`config.mk`:
```
export PLATFORM = sky130hd
export DESIGN_NAME = mfge_queue
export DESIGN_NICKNAME = d
export VERILOG_FILES = /design/src/hdl/mfge_queue.sv
export SDC_FILE = /design/constraint.sdc
export NUM_CORES = 1
export LEC_CHECK = 0
export BUFFER_PORTS_ARGS = -buffer_cell sky130_fd_sc_hd__buf_2
export CAP_MARGIN = 15
export CORE_MARGIN = 2
export CORE_UTILIZATION = 30
export DETAILED_ROUTE_END_ITERATION = 10
export PLACE_DENSITY = 0.53
export SLEW_MARGIN = 20
export SYNTH_ARGS = -nofsm -noshare
export SYNTH_HDL_FRONTEND = slang
export SYNTH_SLANG_ARGS = --single-unit
```
`constraint.sdc`:
```
create_clock -name clk -period 1.7 [get_ports clk]
set_input_delay 0.085 -clock clk [delete_from_list [all_inputs] [get_ports clk]]
set_output_delay 0.085 -clock clk [all_outputs]
set_load 0.1 [all_outputs]
```
`src/hdl/mfge_queue.sv`:
```
// ----------------------------------------------------------------------------
// mfge_queue
// Two-entry command queue between the front end and the back end.
// ----------------------------------------------------------------------------
module mfge_queue #(
    parameter int WIDTH = 8
) (
    input  logic             clk,
    input  logic             rst_n,
    input  logic             push,
    input  logic [WIDTH-1:0] push_data,
    input  logic             pop,
    output logic             full,
    output logic             valid,
    output logic [WIDTH-1:0] head
);

    logic [WIDTH-1:0] slot_reg [2];
    logic             wp_reg;
    logic             wp_next;
    logic             rp_reg;
    logic             rp_next;
    logic [1:0]       cnt_reg;
    logic [1:0]       cnt_next;

    always_comb
    begin
        wp_next  = wp_reg ^ push;
        rp_next  = rp_reg ^ pop;
        cnt_next = cnt_reg + 2'(push) - 2'(pop);
    end

    always_ff @(posedge clk or negedge rst_n)
    begin
        if (!rst_n)
        begin
            wp_reg  <= 1'b0;
            rp_reg  <= 1'b0;
            cnt_reg <= 2'd0;
        end
        else
        begin
            wp_reg  <= wp_next;
            rp_reg  <= rp_next;
            cnt_reg <= cnt_next;
        end
    end

    always_ff @(posedge clk)
    begin
        if (push)
        begin
            slot_reg[wp_reg] <= push_data;
        end
    end

    assign full  = (cnt_reg == 2'd2);
    assign valid = (cnt_reg != 2'd0);
    assign head  = slot_reg[rp_reg];

endmodule

```
==> run summary <==
Initial antenna violation count = 0
Final #Nets = 92
Final Hold Violating Endpoints = 0
Core Box Area = 0.00254 mm^2
Final instance area = 0.00123 mm^2
Syn. warnings = 0
CTS tree = built
Syn-to-layout area delta = 49.5%
Post-synthesis sequential area ratio = 70.6%
Required time of the critical path = 1.62 ns
Total gr overflow = 0
Routed vias = 428
Post-Syn Instances = 41
Area after DPL = 0.00108 mm^2
Final core occ = 48.3%
Clk_lat worst skew = 0.29 ns
Antenna Cells = 0
Die area = 0.00317 mm^2
Critical path's slowest cell = dfrtp_1
First-pass GRT wire length = 1810 um
DRC = 0
Row count = 18
Antenna Nets Post-Route = 0
WP data arrival = 1.49 ns
Leading area contributor after synthesis = edfxtp_1
DP Wirelength = 801 um
GRT met1 Usage = 8.18%
Vias in the first global route = 458
Vias per std cell = 4.08
Largest delay share family, worst path = flip-flops
Critical path type = flop to primary output
GPL Wtd Cong = 0.624
Fmax = 633 MHz
# IOs = 22
Final min period = 1.58 ns
Slew HR = 66.1%
Synth cell types = 10
Slew @ Worst Pin = 0.508 ns
Area fraction of the dominant cell type after synthesis = 58.4%
Clock-pin slew on the worst setup and hold paths = 0.10 ns
FILL cells = 217
GRT Total Usage = 7.61%
Crit-path max FO = 9
Commonest non-fill, non-tap cells in the layout = edfxtp_1 (16), buf_2 (13), dlygate4sd3_1 (10)
Synthesized Nets = 57
Die H = 56.3 um
Met2 Track Usage GR = 12.9%
RSZ-0062 raised after global routing = false
DRT Wirelength = 1090 um
Critical Path Sink Type = primary output
Number of gates resized after CTS = 0
Initial Util = 32.3%
Initial DRC Count = 3
Status = complete, no violations
Synthesized area = 822 um^2
GR peak layer = met2
Clock Skews = 0.00181 ns
Largest net degree at the start of global routing = 13
Die width = 56.3 um
Slowest Stage Delay on Critical Path = 0.67 ns
CTS sink cnt = 20
Tcrit/Tclk final = 92.9%
Startpoint Class = flop
Most common cell after layout, fill and taps aside = edfxtp_1
Fraction of layout cells with a size suffix above 1 = 46.7%
I/O Buffers = 21
Max Cap Violations = 0
CTS buffer count = 3
Final setup fails = 0
Setup TNS Final = 0 ns
Largest register FFs = 16
CTS HTree Levels = 1
Met3 usage = 1.38%
Max Slew Vio Count = 0
DR WL/cell = 10.3 um
Avg Inst Size Synth = 20.0 um^2
FF+latch count, synth = 20
Clk root buf = clkbuf_4
CP cell instances = mux2_4, buf_12
Clock tree buffer depth = 2
Synth area leaders = edfxtp_1 (58%), mux2_4 (15%), dfrtp_1 (12%)
Hold crit path type = input pin to flop
Pre-Repair DR Iteration Count = 3
CP Buf/Inv Count = 1
[cell families after synthesis]
group,synth area share [%]
xor gates and xnor gates,3.96
adders and majority gates,6.09
buffers and inverters,3.20
DFF,70.6
muxes,14.6
and+or+nand+nor,1.52
[worst register-to-register path, delay by kind of cell, from the launching register on]
family / cells / cell delay (ns)
xor+xnor: 1 / 0.21
flops: 1 / 0.39
fa+ha+maj: 2 / 0.40
buf+inv: 2 / 0.11
[routing by layer]
metal	wire length (um)	vias up
met4	19	0
li1	-	215
met5	0	-
met3	39	2
met2	562	12
met1	464	199
[final timing paths]
path | start | to | slack, ns | cells past startpoint
worst max-delay path | rp_reg | head[7] | 0.12 | 2
worst min-delay path | push | cnt_reg[0] | 0.06 | 2
worst max register to register | cnt_reg[0] | cnt_reg[1] | 0.49 | 5
worst min register to register | wp_reg | wp_reg | 0.62 | 3
max in group asynchronous | rst_n | rp_reg | 1.45 | 2
min in group asynchronous | rst_n | wp_reg | 0.13 | 2
[synthesized netlist by cell type]
cell      number
buf_6          1
dfrtp_1        4
edfxtp_1      16
ha_1           4
inv_1          4
mux2_4         8
nor2b_1        1
or2_2          1
xor2_1         1
xor3_1         1
[layout make-up]
class / count / area [um^2] / share of cell area (%)
Clock inverter: 1 / 30.0 / 2.44
Timing Repair Buffer: 31 / 325 / 26.5
Clock buffer: 3 / 22.5 / 1.83
Sequential cell: 20 / 581 / 47.3
Inverter: 4 / 15.0 / 1.22
Multi-Input combinational cell: 16 / 218 / 17.7
Tap cell: 30 / 37.5 / 3.05
[per-stage QoR]
step / hold WS, ns / cells / worst slack (ns)
after floorplan: -0.211 / 41 / 0.423
after global placement: -0.103 / 91 / 0.426
after detailed placement: -0.104 / 91 / 0.421
after CTS: 0.0533 / 105 / 0.0851
after global routing: 0.0501 / 105 / 0.0357
final: 0.0610 / 105 / 0.121
[what timing repair did]
item / 4_1_cts / 5_1_grt
hold buffers: 10 / 0
buffers inserted: 0 / 0
endpoints found under the hold margin: 21 / 0
Power is left out: the tool's default activity adds up to more than one toggle a clock period on the data nets, which glitch-free logic cannot reach.
